===== config.mk =====
export PLATFORM = sky130hd
export DESIGN_NAME = integer_to_ascii_formatter
export DESIGN_NICKNAME = d
export VERILOG_FILES = /design/src/hdl/itaf_pkg.sv /design/src/hdl/itaf_front.sv /design/src/hdl/itaf_queue.sv /design/src/hdl/itaf_back.sv /design/src/hdl/integer_to_ascii_formatter.sv
export SDC_FILE = /design/constraint.sdc
export NUM_CORES = 1
export LEC_CHECK = 0
export BUFFER_PORTS_ARGS = -buffer_cell sky130_fd_sc_hd__buf_2
export CAP_MARGIN = 20
export CORE_MARGIN = 4
export CORE_UTILIZATION = 30
export CTS_CLUSTER_SIZE = 14
export DETAILED_ROUTE_END_ITERATION = 16
export PLACE_DENSITY_LB_ADDON = 0.05
export SYNTH_ARGS = -nofsm -noshare
export SYNTH_HDL_FRONTEND = slang
export SYNTH_HIERARCHICAL = 1
export SYNTH_SLANG_ARGS = --single-unit
export TNS_END_PERCENT = 30

===== constraint.sdc =====
create_clock -name clk -period 9.79 [get_ports clk]
set_input_delay 0 -clock clk [delete_from_list [all_inputs] [get_ports clk]]
set_output_delay 0 -clock clk [all_outputs]
set_load 0.05 [all_outputs]

===== src/hdl/itaf_pkg.sv =====
`timescale 1ns / 1ps
// ----------------------------------------------------------------------------
// Integer-to-ASCII formatter package
// Shared types, character codes and the digit table of the formatter.
// ----------------------------------------------------------------------------
package itaf_pkg;

    // Largest number of characters that one item produces.
    localparam logic [6:0] MAX_CHARS = 7'd64;

    // Codes of the base_select field.
    localparam logic [1:0] BSEL_OCT = 2'd0;
    localparam logic [1:0] BSEL_DEC = 2'd1;

    localparam logic [7:0] CH_SPACE = 8'h20;
    localparam logic [7:0] CH_PLUS  = 8'h2B;
    localparam logic [7:0] CH_MINUS = 8'h2D;
    localparam logic [7:0] CH_ZERO  = 8'h30;
    localparam logic [7:0] CH_X     = 8'h58;
    localparam logic [7:0] CH_NONE  = 8'h00;

    localparam logic [7:0] HEX_DIGITS [16] = '{
        8'h30, 8'h31, 8'h32, 8'h33, 8'h34, 8'h35, 8'h36, 8'h37,
        8'h38, 8'h39, 8'h41, 8'h42, 8'h43, 8'h44, 8'h45, 8'h46
    };

    typedef logic [6:0] count_t;

    typedef enum logic [1:0] {
        BASE_OCT = 2'd0,
        BASE_DEC = 2'd1,
        BASE_HEX = 2'd2
    } base_t;

    typedef enum logic [2:0] {
        BK_IDLE,
        BK_CONV,
        BK_COUNT,
        BK_PLAN,
        BK_EMIT
    } back_state_t;

    // Classified item as it travels from the front to the back.
    typedef struct packed {
        base_t       base;
        logic [7:0]  sign_ch;
        logic        has_sign;
        logic [1:0]  pfx_len;
        count_t      width;
        logic [5:0]  prec;
        logic        left;
        logic        zpad;
        logic        lc;
    } desc_t;

    // Setting bit 5 turns an upper-case letter into lower case; digits already have it.
    function automatic logic [7:0] digit_char(input logic [3:0] d, input logic lc);
        digit_char = HEX_DIGITS[d] | {2'b00, lc, 5'b00000};
    endfunction

endpackage


===== src/hdl/itaf_front.sv =====
`timescale 1ns / 1ps
// ----------------------------------------------------------------------------
// Formatter front end
// Accepts items, takes the magnitude and sorts out sign, prefix and limits.
// ----------------------------------------------------------------------------
module itaf_front
    import itaf_pkg::*;
#(
    parameter int VALUE_WIDTH = 64
)
(
    input  logic                   item_valid,
    input  logic [VALUE_WIDTH-1:0] value,
    input  logic [1:0]             base_select,
    input  logic [6:0]             min_width,
    input  logic [5:0]             min_digits,
    input  logic                   signed_mode,
    input  logic                   left_justify,
    input  logic                   zero_pad,
    input  logic                   plus_sign,
    input  logic                   space_sign,
    input  logic                   alt_prefix,
    input  logic                   lower_case,
    input  logic                   queue_full,
    output logic                   push,
    output desc_t                  push_desc,
    output logic [VALUE_WIDTH-1:0] push_mag
);

    logic       negative;
    base_t      base;
    logic [1:0] fixed_len;
    logic [6:0] prec_limit;

    assign negative = signed_mode && value[VALUE_WIDTH-1];
    assign push     = item_valid && !queue_full;
    assign push_mag = negative ? (~value + VALUE_WIDTH'(1)) : value;

    always_comb
    begin
        unique case (base_select)
            BSEL_OCT: base = BASE_OCT;
            BSEL_DEC: base = BASE_DEC;
            default:  base = BASE_HEX;
        endcase
    end

    always_comb
    begin
        push_desc.base = base;
        push_desc.lc   = lower_case;
        push_desc.left = left_justify;
        push_desc.zpad = zero_pad && !left_justify;

        priority if (negative)
            push_desc.sign_ch = CH_MINUS;
        else if (signed_mode && plus_sign)
            push_desc.sign_ch = CH_PLUS;
        else if (signed_mode && space_sign)
            push_desc.sign_ch = CH_SPACE;
        else
            push_desc.sign_ch = CH_NONE;
        push_desc.has_sign = (push_desc.sign_ch != CH_NONE);

        if (alt_prefix && base == BASE_HEX)
            push_desc.pfx_len = 2'd2;
        else if (alt_prefix && base == BASE_OCT)
            push_desc.pfx_len = 2'd1;
        else
            push_desc.pfx_len = 2'd0;

        push_desc.width = (min_width > MAX_CHARS) ? MAX_CHARS : min_width;

        // Sign, prefix and precision zeros together never pass the character limit.
        fixed_len  = {1'b0, push_desc.has_sign} + push_desc.pfx_len;
        prec_limit = MAX_CHARS - {5'b0, fixed_len};
        push_desc.prec = ({1'b0, min_digits} > prec_limit) ? prec_limit[5:0] : min_digits;
    end

endmodule


===== src/hdl/itaf_queue.sv =====
`timescale 1ns / 1ps
// ----------------------------------------------------------------------------
// Formatter item queue
// Two-entry queue that decouples the front end from the character engine.
// ----------------------------------------------------------------------------
module itaf_queue
    import itaf_pkg::*;
#(
    parameter int DATA_W = 8
)
(
    input  logic              clk,
    input  logic              rst_n,
    input  logic              push,
    input  logic [DATA_W-1:0] push_data,
    input  logic              pop,
    output logic              full,
    output logic              not_empty,
    output logic [DATA_W-1:0] pop_data
);

    logic [DATA_W-1:0] entry_reg [2];
    logic              wr_ptr_reg, wr_ptr_next;
    logic              rd_ptr_reg, rd_ptr_next;
    logic [1:0]        count_reg, count_next;

    assign full      = (count_reg == 2'd2);
    assign not_empty = (count_reg != 2'd0);
    assign pop_data  = entry_reg[rd_ptr_reg];

    always_comb
    begin
        wr_ptr_next = push ? !wr_ptr_reg : wr_ptr_reg;
        rd_ptr_next = pop ? !rd_ptr_reg : rd_ptr_reg;
        count_next  = count_reg + {1'b0, push} - {1'b0, pop};
    end

    always_ff @(posedge clk or negedge rst_n)
    begin
        if (!rst_n)
        begin
            wr_ptr_reg <= 1'b0;
            rd_ptr_reg <= 1'b0;
            count_reg  <= 2'd0;
        end
        else
        begin
            wr_ptr_reg <= wr_ptr_next;
            rd_ptr_reg <= rd_ptr_next;
            count_reg  <= count_next;
        end
    end

    always_ff @(posedge clk)
    begin
        if (push)
        begin
            entry_reg[wr_ptr_reg] <= push_data;
        end
    end

endmodule


===== src/hdl/itaf_back.sv =====
`timescale 1ns / 1ps
// ----------------------------------------------------------------------------
// Formatter character engine
// Converts the magnitude to digits, lays out the field and emits characters.
// ----------------------------------------------------------------------------
module itaf_back
    import itaf_pkg::*;
#(
    parameter int VALUE_WIDTH = 64
)
(
    input  logic                   clk,
    input  logic                   rst_n,
    input  logic                   q_valid,
    input  desc_t                  q_desc,
    input  logic [VALUE_WIDTH-1:0] q_mag,
    output logic                   q_pop,
    output logic                   char_valid,
    input  logic                   char_stall,
    output logic [7:0]             out_char,
    output logic                   last_char
);

    localparam int NDIG   = (VALUE_WIDTH + 2) / 3;
    localparam int STEPS  = (VALUE_WIDTH + 3) / 4;
    localparam int BIN_W  = 4 * STEPS;
    localparam int OCT_W  = 3 * NDIG;
    localparam int HEX_W  = 4 * NDIG;
    localparam int IDX_W  = $clog2(NDIG);
    localparam int ND_W   = $clog2(NDIG + 1);
    localparam int STEP_W = $clog2(STEPS);

    back_state_t       state_reg, state_next;
    desc_t             desc_reg, desc_next;
    logic [BIN_W-1:0]  bin_reg, bin_next;
    logic [3:0]        digit_reg [NDIG];
    logic [3:0]        digit_next [NDIG];
    logic [STEP_W-1:0] step_reg, step_next;
    logic [ND_W-1:0]   nd_reg, nd_next;
    count_t            lead_reg, lead_next;
    count_t            pfx_start_reg, pfx_start_next;
    count_t            zero_start_reg, zero_start_next;
    count_t            dig_start_reg, dig_start_next;
    count_t            trail_start_reg, trail_start_next;
    count_t            last_pos_reg, last_pos_next;
    count_t            pos_reg, pos_next;
    logic              char_valid_reg, char_valid_next;
    logic [7:0]        out_char_reg, out_char_next;
    logic              last_char_reg, last_char_next;

    logic [OCT_W-1:0]  oct_ext;
    logic [HEX_W-1:0]  hex_ext;
    logic [3:0]        dab_dig [NDIG];
    logic [3:0]        dab_adj [NDIG];
    logic [BIN_W-1:0]  dab_bin;
    logic [ND_W-1:0]   nd_calc;
    count_t            nd_ext, fixed_len, prec_eff, content, pad, lead, zp, trail;
    count_t            pfx_start, zero_start, dig_start, trail_start;
    count_t            digit_pos;
    logic [7:0]        emit_char;
    logic              emit_load;

    assign oct_ext = OCT_W'(q_mag);
    assign hex_ext = HEX_W'(q_mag);

    // Four double-dabble steps per cycle: add three to every digit of five or more,
    // then shift one binary bit into the BCD digits.
    always_comb
    begin
        dab_dig = digit_reg;
        dab_bin = bin_reg;
        dab_adj = digit_reg;
        for (int s = 0; s < 4; s++)
        begin
            for (int i = 0; i < NDIG; i++)
            begin
                dab_adj[i] = (dab_dig[i] >= 4'd5) ? dab_dig[i] + 4'd3 : dab_dig[i];
            end
            dab_dig[0] = {dab_adj[0][2:0], dab_bin[BIN_W-1]};
            for (int i = 1; i < NDIG; i++)
            begin
                dab_dig[i] = {dab_adj[i][2:0], dab_adj[i-1][3]};
            end
            dab_bin = {dab_bin[BIN_W-2:0], 1'b0};
        end
    end

    // Count of significant digits; a zero value still shows one digit.
    always_comb
    begin
        nd_calc = ND_W'(1);
        for (int i = 0; i < NDIG; i++)
        begin
            if (digit_reg[i] != 4'd0)
            begin
                nd_calc = ND_W'(i + 1);
            end
        end
    end

    // Field layout, all in character positions from the start of the run.
    always_comb
    begin
        nd_ext      = count_t'(nd_reg);
        fixed_len   = count_t'(desc_reg.has_sign) + count_t'(desc_reg.pfx_len);
        prec_eff    = (count_t'(desc_reg.prec) > nd_ext) ? count_t'(desc_reg.prec) : nd_ext;
        content     = fixed_len + prec_eff;
        pad         = (desc_reg.width > content) ? desc_reg.width - content : '0;
        lead        = (!desc_reg.left && !desc_reg.zpad) ? pad : '0;
        zp          = desc_reg.zpad ? pad : '0;
        trail       = desc_reg.left ? pad : '0;
        pfx_start   = lead + count_t'(desc_reg.has_sign);
        zero_start  = pfx_start + count_t'(desc_reg.pfx_len);
        dig_start   = zero_start + zp + (prec_eff - nd_ext);
        trail_start = dig_start + nd_ext;
    end

    always_comb
    begin
        digit_pos = trail_start_reg - count_t'(1) - pos_reg;
        priority if (pos_reg < lead_reg)
            emit_char = CH_SPACE;
        else if (pos_reg < pfx_start_reg)
            emit_char = desc_reg.sign_ch;
        else if (pos_reg < zero_start_reg)
            emit_char = (pos_reg == pfx_start_reg) ? CH_ZERO
                                                   : (CH_X | {2'b00, desc_reg.lc, 5'b00000});
        else if (pos_reg < dig_start_reg)
            emit_char = CH_ZERO;
        else if (pos_reg < trail_start_reg)
            emit_char = digit_char(digit_reg[digit_pos[IDX_W-1:0]], desc_reg.lc);
        else
            emit_char = CH_SPACE;
    end

    assign emit_load = (state_reg == BK_EMIT) && (!char_valid_reg || !char_stall);
    assign q_pop     = (state_reg == BK_IDLE) && q_valid;

    always_comb
    begin
        state_next       = state_reg;
        desc_next        = desc_reg;
        bin_next         = bin_reg;
        digit_next       = digit_reg;
        step_next        = step_reg;
        nd_next          = nd_reg;
        lead_next        = lead_reg;
        pfx_start_next   = pfx_start_reg;
        zero_start_next  = zero_start_reg;
        dig_start_next   = dig_start_reg;
        trail_start_next = trail_start_reg;
        last_pos_next    = last_pos_reg;
        pos_next         = pos_reg;
        out_char_next    = out_char_reg;
        last_char_next   = last_char_reg;
        char_valid_next  = char_valid_reg && char_stall;

        unique case (state_reg)
            BK_IDLE:
            begin
                if (q_valid)
                begin
                    desc_next = q_desc;
                    bin_next  = BIN_W'(q_mag);
                    step_next = STEP_W'(STEPS - 1);
                    for (int i = 0; i < NDIG; i++)
                    begin
                        unique case (q_desc.base)
                            BASE_DEC: digit_next[i] = 4'd0;
                            BASE_OCT: digit_next[i] = {1'b0, oct_ext[3*i +: 3]};
                            default:  digit_next[i] = hex_ext[4*i +: 4];
                        endcase
                    end
                    state_next = (q_desc.base == BASE_DEC) ? BK_CONV : BK_COUNT;
                end
            end
            BK_CONV:
            begin
                digit_next = dab_dig;
                bin_next   = dab_bin;
                step_next  = step_reg - STEP_W'(1);
                if (step_reg == '0)
                begin
                    state_next = BK_COUNT;
                end
            end
            BK_COUNT:
            begin
                nd_next    = nd_calc;
                state_next = BK_PLAN;
            end
            BK_PLAN:
            begin
                lead_next        = lead;
                pfx_start_next   = pfx_start;
                zero_start_next  = zero_start;
                dig_start_next   = dig_start;
                trail_start_next = trail_start;
                last_pos_next    = trail_start + trail - count_t'(1);
                pos_next         = '0;
                state_next       = BK_EMIT;
            end
            BK_EMIT:
            begin
                if (emit_load)
                begin
                    char_valid_next = 1'b1;
                    out_char_next   = emit_char;
                    last_char_next  = (pos_reg == last_pos_reg);
                    pos_next        = pos_reg + count_t'(1);
                    if (pos_reg == last_pos_reg)
                    begin
                        state_next = BK_IDLE;
                    end
                end
            end
            default:
            begin
                state_next = BK_IDLE;
            end
        endcase
    end

    always_ff @(posedge clk or negedge rst_n)
    begin
        if (!rst_n)
        begin
            state_reg      <= BK_IDLE;
            char_valid_reg <= 1'b0;
        end
        else
        begin
            state_reg      <= state_next;
            char_valid_reg <= char_valid_next;
        end
    end

    always_ff @(posedge clk)
    begin
        desc_reg        <= desc_next;
        bin_reg         <= bin_next;
        digit_reg       <= digit_next;
        step_reg        <= step_next;
        nd_reg          <= nd_next;
        lead_reg        <= lead_next;
        pfx_start_reg   <= pfx_start_next;
        zero_start_reg  <= zero_start_next;
        dig_start_reg   <= dig_start_next;
        trail_start_reg <= trail_start_next;
        last_pos_reg    <= last_pos_next;
        pos_reg         <= pos_next;
        out_char_reg    <= out_char_next;
        last_char_reg   <= last_char_next;
    end

    assign char_valid = char_valid_reg;
    assign out_char   = out_char_reg;
    assign last_char  = last_char_reg;

endmodule


===== src/hdl/integer_to_ascii_formatter.sv =====
`timescale 1ns / 1ps
// ----------------------------------------------------------------------------
// Integer-to-ASCII formatter
// Formats one integer per item as printf-style text, one character per beat.
// ----------------------------------------------------------------------------
// Each item yields from 1 to 64 character beats, the last one flagged by
// last_char. The character engine handles one item at a time: an octal or
// hex item is loaded and then passes through the count and plan states
// before its characters are emitted; a decimal item runs the binary-to-BCD
// converter, which shifts four bits per cycle, before those same states. A
// two-entry queue lets the input side take two further items while a run
// is being emitted, and the output register lets the engine start the next
// item while the final character waits.
module integer_to_ascii_formatter
    import itaf_pkg::*;
#(
    parameter int VALUE_WIDTH = 64
)
(
    input  logic                   clk,
    input  logic                   rst_n,
    input  logic                   item_valid,
    output logic                   item_stall,
    input  logic [VALUE_WIDTH-1:0] value,
    input  logic [1:0]             base_select,
    input  logic [6:0]             min_width,
    input  logic [5:0]             min_digits,
    input  logic                   signed_mode,
    input  logic                   left_justify,
    input  logic                   zero_pad,
    input  logic                   plus_sign,
    input  logic                   space_sign,
    input  logic                   alt_prefix,
    input  logic                   lower_case,
    output logic                   char_valid,
    input  logic                   char_stall,
    output logic [7:0]             out_char,
    output logic                   last_char
);

    localparam int DATA_W = VALUE_WIDTH + $bits(desc_t);

    logic                   queue_full;
    logic                   push;
    desc_t                  push_desc;
    logic [VALUE_WIDTH-1:0] push_mag;
    logic                   q_valid;
    logic                   q_pop;
    logic [DATA_W-1:0]      q_data;
    desc_t                  q_desc;
    logic [VALUE_WIDTH-1:0] q_mag;

    assign item_stall = queue_full;
    assign q_desc     = q_data[DATA_W-1:VALUE_WIDTH];
    assign q_mag      = q_data[VALUE_WIDTH-1:0];

    itaf_front #(
        .VALUE_WIDTH (VALUE_WIDTH)
    ) u_front (
        .item_valid   (item_valid),
        .value        (value),
        .base_select  (base_select),
        .min_width    (min_width),
        .min_digits   (min_digits),
        .signed_mode  (signed_mode),
        .left_justify (left_justify),
        .zero_pad     (zero_pad),
        .plus_sign    (plus_sign),
        .space_sign   (space_sign),
        .alt_prefix   (alt_prefix),
        .lower_case   (lower_case),
        .queue_full   (queue_full),
        .push         (push),
        .push_desc    (push_desc),
        .push_mag     (push_mag)
    );

    itaf_queue #(
        .DATA_W (DATA_W)
    ) u_queue (
        .clk       (clk),
        .rst_n     (rst_n),
        .push      (push),
        .push_data ({push_desc, push_mag}),
        .pop       (q_pop),
        .full      (queue_full),
        .not_empty (q_valid),
        .pop_data  (q_data)
    );

    itaf_back #(
        .VALUE_WIDTH (VALUE_WIDTH)
    ) u_back (
        .clk        (clk),
        .rst_n      (rst_n),
        .q_valid    (q_valid),
        .q_desc     (q_desc),
        .q_mag      (q_mag),
        .q_pop      (q_pop),
        .char_valid (char_valid),
        .char_stall (char_stall),
        .out_char   (out_char),
        .last_char  (last_char)
    );

endmodule


## Word level (Yosys, flattened, before mapping)

Memories as Yosys holds them, arrays and structs flattened.
Index checks and enable logic that the tools add are counted.

| storage, ports and cells | value |
|---|---|
| memory bits (read-only) | 128 |
| logic and storage cells | 505 |
| flip-flop bits (word level) | 254 |
| input port bits | 90 |
| output and inout port bits | 11 |
| memories | 2 |
| bits in writable memories | 186 |

Memory list:

| name | depth | width | rd ports | clocked after Yosys merged registers in | wr ports | RTL line | source |
|---|---|---|---|---|---|---|---|
| u_queue.entry_reg | 2 | 93 | 1 | 0 | 1 | itaf_queue.sv:22 | `logic [DATA_W-1:0] entry_reg [2];` |
| (name not given) | 16 | 8 | 1 | 0 | 0 | itaf_pkg.sv:58 | `digit_char = HEX_DIGITS[d] \| {2'b00, lc, 5'b00000};` |

| operators by class | value |
|---|---|
| mux-type cells | 172 |
| bitwise gates (word level) | 4 |
| add/sub/neg operators | 108 |
| equal/unequal tests | 14 |
| reduce and logical (&&, ||, !) cells | 57 |
| $lt $le $gt $ge | 99 |

Operator list:

| kind | number |
|---|---|
| 4-bit 2-to-1 mux | 95 |
| 4-bit by 3-bit greater-or-equal comparator with 1-bit output, second input constant | 88 |
| 4-bit by 2-bit adder with 4-bit output, second input constant | 84 |
| 88-bit one-hot mux with 2 select lines | 1 |
| 4-bit one-hot mux with 2 select lines | 17 |
| 64-bit 2-to-1 mux | 2 |
| 64-bit one-hot mux with 2 select lines | 1 |
| 88-bit 2-to-1 mux | 1 |
| 4-bit nonzero test | 21 |
| 64-bit by 1-bit adder with 64-bit output, second input constant | 1 |
| 8-bit 2-to-1 mux | 8 |
| 64-bit inverter | 1 |
| 3-bit 2-to-1 mux | 21 |
| 7-bit 2-to-1 mux | 7 |
| 7-bit < comparator | 5 |
| 7-bit adder | 4 |
| 4-bit binary-select mux with 5-bit select | 1 |
| 6-bit 2-to-1 mux | 3 |
| 3-bit one-hot mux with 5 select lines | 1 |
| 7-bit equality test | 2 |
| 7-bit one-hot mux with 2 select lines | 1 |
| 3-bit by 2-bit adder with 3-bit output, second input constant | 4 |
| 2-bit 2-to-1 mux | 6 |
| 1-bit logical AND | 11 |
| other kinds (44) | 68 |

## Depth between registers and ports, before layout

Gate-level depths: netlist (run 1).

| logic depth | value |
|---|---|
| depth in word-level cells | 21 |
| gate-level depth with buffers | 48 |
| mapped depth without buffers | 46 |

## Cells and area by module

The synthesis (run 1) kept the hierarchy.

By module, submodules not included:

| module | instances | sequential area each (um^2) | area each (um^2) | cells an instance |
|---|---|---|---|---|
| itaf_back | 1 | 7487.2 | 23286.1 | 2520 |
| itaf_queue | 1 | 5685.5 | 6921.6 | 304 |
| itaf_front | 1 | 0.0 | 2010.7 | 290 |

## Worst setup path before layout (run 1)

OpenSTA, ideal clock, no wires.

| path | value |
|---|---|
| path type | reg-to-reg |
| start point | register u_back.nd_reg[1] |
| end point | register u_back.last_pos_reg[6] (data pin) |
| period minus slack after synthesis | 8969 ps |
| stages on the path, launching flop included | 48 |
| buffers on the path | 2 |
| setup time | 259 ps |
| required time | 9531 ps |
| slack | 821 ps |
| arrival time | 8709 ps |
| cell sequence | edfxtp_1 inv_1 ha_1 nor2b_1 o21a_1 o21ai_0 nand2b_1 a21oi_1 a31oi_1 nor2_1 nand2_1 o21ai_0 inv_1 fa_1 inv_1 fa_1 nor3b_1 xnor2_1 [12 not listed] inv_1 ha_1 inv_1 fa_1 inv_1 ha_1 a21oi_1 xnor2_1 inv_1 ha_1 inv_1 ha_1 a21oi_1 o21bai_1 a21oi_1 xnor2_1 xnor2_1 xnor2_1 |

| on the way | value |
|---|---|
| cells in the longest elaborated chain, start to end | 13 |
| elaborated cells on any way between the ends | 17 |
| those cells by class | 10 x add/sub; 2 x order compare; 5 x mux |

Ends and longest elaborated chain:

| element | RTL line | source |
|---|---|---|
| start, declared | itaf_back.sv:39 | `logic [ND_W-1:0] nd_reg, nd_next;` |
| start signal, assigned | itaf_back.sv:244 | `nd_reg <= nd_next;` |
| 6-bit by 5-bit > comparator with 1-bit output | itaf_back.sv:106 | `prec_eff = (count_t'(desc_reg.prec) > nd_ext) ? count_t'(desc_reg.prec) : nd_ext;` |
| 6-bit 2-to-1 mux * | itaf_back.sv:106 |  |
| 7-bit adder * | itaf_back.sv:107 | `content = fixed_len + prec_eff;` |
| 7-bit subtractor / 7-bit > comparator (equally long branches) | itaf_back.sv:108 | `pad = (desc_reg.width > content) ? desc_reg.width - content : '0;` |
| 7-bit 2-to-1 mux * | itaf_back.sv:108 |  |
| 7-bit 2-to-1 mux * | itaf_back.sv:109 | `lead = (!desc_reg.left && !desc_reg.zpad) ? pad : '0;` |
| net u_back.lead[1] | itaf_back.sv:57 | `count_t nd_ext, fixed_len, prec_eff, content, pad, lead, zp, trail;` |
| 7-bit by 1-bit adder with 7-bit output * | itaf_back.sv:112 | `pfx_start = lead + count_t'(desc_reg.has_sign);` |
| net u_back.pfx_start[1] | itaf_back.sv:58 | `count_t pfx_start, zero_start, dig_start, trail_start;` |
| 7-bit by 2-bit adder with 7-bit output * | itaf_back.sv:113 | `zero_start = pfx_start + count_t'(desc_reg.pfx_len);` |
| net u_back.zero_start[1] | itaf_back.sv:58 |  |
| 7-bit adder * (2 in series) | itaf_back.sv:114 | `dig_start = zero_start + zp + (prec_eff - nd_ext);` |
| net u_back.dig_start[2] | itaf_back.sv:58 |  |
| 7-bit by 5-bit adder with 7-bit output * | itaf_back.sv:115 | `trail_start = dig_start + nd_ext;` |
| net u_back.trail_start[3] | itaf_back.sv:58 |  |
| 7-bit adder * | itaf_back.sv:199 | `last_pos_next = trail_start + trail - count_t'(1);` |
| 7-bit by 1-bit subtractor with 7-bit output * | itaf_back.sv:199 |  |
| end signal, assigned | itaf_back.sv:250 | `last_pos_reg <= last_pos_next;` |
| end, declared | itaf_back.sv:45 | `count_t last_pos_reg, last_pos_next;` |

The timed path passes the listed nets; every way through them passes the cells marked *.
A chain may end at the register's enable or synchronous reset.

## Final worst setup path (run 1)

Ends and elaborated chain as after synthesis.

==> impl_metrics.ini, run 1 <==
[status]
status = finished, final reports clean

[die]
core_area_sq_um = 106000
ios = 101
die_h_um = 335.7
initial_core_util_pct = 30.39
num_rows = 119
dieArea_sq_um = 112700
die_x_um = 335.7

[routing]
vias = 23560
drt_first_pass_iters = 5
dr.max_layer_used = met4
route.detailed.drc = 0
wl_met1_mm = 44.75
first_iter_violations = 1103
post_drt_wl_per_cell_um = 19.28
wl_met3_mm = 2.753
wl_met2_mm = 42.47
wirelength_mm = 91.74
via_per_inst = 4.951
antenna_left = 0

[worst_setup_path]
critical_path.max_fanout = 6
cpMostUsedCell = ha_1
crit_slowest_cell = fa_1
crit_type = reg -> reg
critPathRequiredTime_ps = 10160
worstSetupStartpointType = register
ff2ff_setup_slack_ps = 650
worstPathArrival_ps = 9520
end_kind = register
max_stage_delay_ps = 570

[timing]
max_slew_margin_pct = 19.65
fmax_mhz = 109.4
hold_viol_final = 0
layout_min_cycle_time_ps = 9143
clock_skew_ps = 19.50
fin_ws_ps = 646.9
tightest_slew_ps = 1175
slew_violations = 0
fin_crit_sh_pct = 93.39
report.final.setup_viol = 0

[run]
max_cap_violations = 0

[clocking]
clkSinkCount = 440
cts_made_buffers = 56
root_buffer = clkbuf_16
clk_latency_ps = 630
h-tree-depth = 2
clk_pin_slew_ps = 60
cts_buffer_depth = 3
tritoncts = built

[synthesis]
syn-mean-instance-area_sq_um = 10.35
ys_async_sr_fraction_pct = 1.818
synth_seq_cells = 440
ys_warn_count = 6
ys_seq_area_share_pct = 40.89
synth-main-ff-cell = edfxtp_1
netlist.area_leader.share_pct = 40.26
synth_top_area_cell = edfxtp_1
synth.area.top_cells = edfxtp_1 40%, ha_1 11%, mux2_2 5.5%
synth-edff-count = 432
syn_inst = 3114
synth.distinct_cells = 89
syn_area_sq_um = 32220

[finish]
areaGrowthSynthToFinish_pct = 16.02
fin_nets = 3704
final_common_cell = edfxtp_1
nFillCells = 10610
num_antenna_cells = 0
drive_above_1_share_pct = 13.90
largest_reg_flops = 186
mostFrequentLayoutCells = 432 x edfxtp_1, 294 x inv_1, 285 x nand2_1

[global_route]
grt_start_max_net_pins = 75
grt_pass1_vias = 23660
track_usage_pct = 16.11
antenna_found_initial = 1
overflow = 0
grt_pass1_wl_mm = 141.3

[placed_design]
portBuffers = 100
dp_slack_ps = 207.9
place.gp.congestion = 0.8257
dpl.hpwl_mm = 69.24

[min_path]
hold_path_class = in -> reg
==> worst max-delay path: cells and delay by family, from the launching register on <==
family | cells | cell delay, ps
DFF | 1 | 380
AOI/OAI and AO/OA | 10 | 1510
adders and majority gates | 12 | 4010
xor gates and xnor gates | 5 | 720
muxes | 1 | 380
buffers and inverters | 10 | 830
and+or+nand+nor | 6 | 1040
==> path summary, 6_finish.rpt <==
path,cells after the start,from,endpoint
setup / recovery,44,u_back/nd_reg[1],u_back/last_pos_reg[6]
hold / removal,4,value[59],u_queue/entry_reg[1][59]
setup reg to reg,44,u_back/nd_reg[1],u_back/last_pos_reg[6]
hold reg to reg,2,u_back/bin_reg[43],u_back/bin_reg[47]
max in group asynchronous,3,rst_n,u_queue/rd_ptr_reg
min in group asynchronous,3,rst_n,u_back/char_valid
==> synth_stat cells (all sizes together), types with 62 or more instances <==
master and n:
edfxtp 432, inv 301, nand2 286, ha 275, a21oi 227, xnor2 165
mux2 161, nor2 156, mux2i 124, o21ai 123, nand2b 96, nor2b 67
clkbuf 62
==> metrics by stage <==
step	cell area (sq um)	instances	utilization (%)	setup TNS, ps	hold WS [ps]
detailed placement	34250	4542	32.31	0	-126.5
CTS	37270	4756	35.16	0	6.959
floorplan	32230	3116	-	0	-295.6
global route	37380	4759	35.26	-62.37	92.71
global placement	34250	4542	32.31	0	-137.2
finish	37380	4759	35.26	0	77.05
==> metal layers <==
metal	vias to the layer above	GRT usage, %
met2	358	26.92
met1	11500	22.47
li1	11610	-
met4	0	3.595
met5	-	0
met3	99	1.853
==> area by class of cell <==
class	instances	area (sq um)	share of cell area (%)
inverters	303	1139	3.046
repair buffers	238	1809	4.840
clock inverters	37	444.2	1.188
clock buffers	68	1486	3.976
multi-input cells	2282	17590	47.04
well taps	1391	1740	4.656
flip-flops and latches	440	13180	35.25
==> cells by family (layout without fill, tap and decap cells) <==
| group | after synthesis | in the layout | synth area share, % |
|---|---|---|---|
| compound gates | 618 | 618 | 12.28 |
| xor+xnor | 204 | 204 | 5.662 |
| fa+ha+maj | 293 | 293 | 11.80 |
| buf+inv | 394 | 646 | 4.936 |
| flops | 440 | 440 | 40.89 |
| mux | 309 | 309 | 11.16 |
| other cells | 1 | 3 | 0.01164 |
| simple gates | 855 | 855 | 13.27 |
==> repair_timing <==
action,in CTS,in global routing
gates resized for setup,0,18
buffers inserted,0,3
hold buffers,109,0
endpoints found under the setup margin,0,2
endpoints found under the hold margin,198,0
Power of run 1 is not shown: default switching activity piles up to over one toggle a cycle in this logic, so the estimate is an artifact.
==> run 2, diff against run 1 <==
CORE_UTILIZATION = 55   (was 30)
==> impl_metrics.ini, run 2 (synthesized netlist as in run 1, its figures left out) <==
[placed_design]
dp_slack_ps = -2.085
dpl_cell_area_sq_um = 33450
place.gp.congestion = 0.8893
dpl.hpwl_mm = 60.26
portBuffers = 100

[routing]
via_per_inst = 5.830
route.detailed.drc = 0
drt_first_pass_iters = 6
vias = 23990
first_iter_violations = 1953
antenna_left = 0
wirelength_mm = 81.54
post_drt_wl_per_cell_um = 19.82

[worst_setup_path]
cpMostUsedCell = inv_1
max_stage_delay_ps = 540
critical_path.max_fanout = 6
end_kind = register
crit_type = reg -> reg
worstPathArrival_ps = 9650
critPathRequiredTime_ps = 10150
worstSetupStartpointType = register
crit_slowest_cell = fa_1

[die]
dieArea_sq_um = 62520
initial_core_util_pct = 55.74
ios = 101
core_area_sq_um = 57810
die_h_um = 250.0
die_x_um = 250.0
num_rows = 88

[global_route]
antenna_found_initial = 1
grt_start_max_net_pins = 85
grtUsageMet3_pct = 3.095
grt_pass1_vias = 23620
busiest_layer = met2
overflow = 0
use_met2_pct = 42.29
grt_use_met1_pct = 35.27
track_usage_pct = 25.35
grt_pass1_wl_mm = 128.1

[finish]
drive_above_1_share_pct = 13.37
num_antenna_cells = 0
areaGrowthSynthToFinish_pct = 12.57
largest_reg_flops = 186
fin_nets = 3695
final_common_cell = edfxtp_1
fin_area_sq_um = 36270
mostFrequentLayoutCells = 432 x edfxtp_1, 294 x inv_1, 285 x nand2_1

[timing]
hold_ws_ps = 133.3
tightest_slew_ps = 1129
max_slew_margin_pct = 24.16
fin_ws_ps = 498.8
layout_min_cycle_time_ps = 9291
slew_violations = 0
clock_skew_ps = 49.45
fin_crit_sh_pct = 94.90
report.final.setup_viol = 0
hold_viol_final = 0
fmax_mhz = 107.6

[clocking]
cts_buffer_depth = 3
root_buffer = clkbuf_16
clkSinkCount = 440
h-tree-depth = 2
tritoncts = built
cts_made_buffers = 48
clk_pin_slew_ps = 60
clk_latency_ps = 620

[min_path]
hold_path_class = in -> reg

[run]
max_cap_violations = 0

[status]
status = finished, final reports clean
-- run 2: stage by stage --
step	setup TNS [ps]	instances	util (%)
after global routing	-37.23	4115	62.74
after CTS	0	4112	62.56
final	0	4115	62.74
after detailed placement	-2.085	3913	57.86
after global placement	0	3913	57.86
after floorplan	0	3116	-
-- run 2: worst paths after layout --
| check | from | end | slack [ps] | depth (start not counted) |
|---|---|---|---|---|
| hold reg to reg | u_back/bin_reg[18] | u_back/bin_reg[22] | 490 | 2 |
| setup / recovery | u_back/nd_reg[1] | u_back/last_pos_reg[6] | 500 | 45 |
| setup reg to reg | u_back/nd_reg[1] | u_back/last_pos_reg[6] | 500 | 45 |
| min in group asynchronous | rst_n | u_queue/rd_ptr_reg | 440 | 3 |
| max in group asynchronous | rst_n | u_queue/rd_ptr_reg | 8960 | 3 |
| hold / removal | lower_case | u_queue/entry_reg[0][64] | 130 | 2 |
-- run 2: layout make-up --
class / count / area (sq um)
clock buffers: 55 / 1237
repair buffers: 237 / 1807
multi-input cells: 2282 / 17590
clock inverters: 33 / 366.6
fillers: 4655 / 21540
flip-flops and latches: 440 / 13180
inverters: 303 / 1139
well taps: 765 / 957.2
-- run 2: what timing repair did --
action | in CTS | in global routing
endpoints found under the setup margin | 1 | 3
hold buffers | 111 | 0
resized for setup | 1 | 17
setup buffers | 0 | 3
cloned | 0 | 0
pin swaps | 0 | 3
endpoints found under the hold margin | 200 | 0
-- run 2: worst max-delay path, delay by kind of cell, from the launching register on --
| kind | cells | cell delay, ps |
|---|---|---|
| compound gates | 10 | 1700 |
| xor+xnor | 4 | 560 |
| fa+ha+maj | 13 | 4270 |
| buf+inv | 10 | 800 |
| flops | 1 | 410 |
| simple gates | 8 | 1280 |
-- run 2: per-layer routing --
metal  up-vias  wire length [um]
li1      11580                 -
met5         -                 0
met4         0              2143
met1     11620             36660
met3       122              4350
met2       663             38390
Power of run 2 is left out for the same reason.
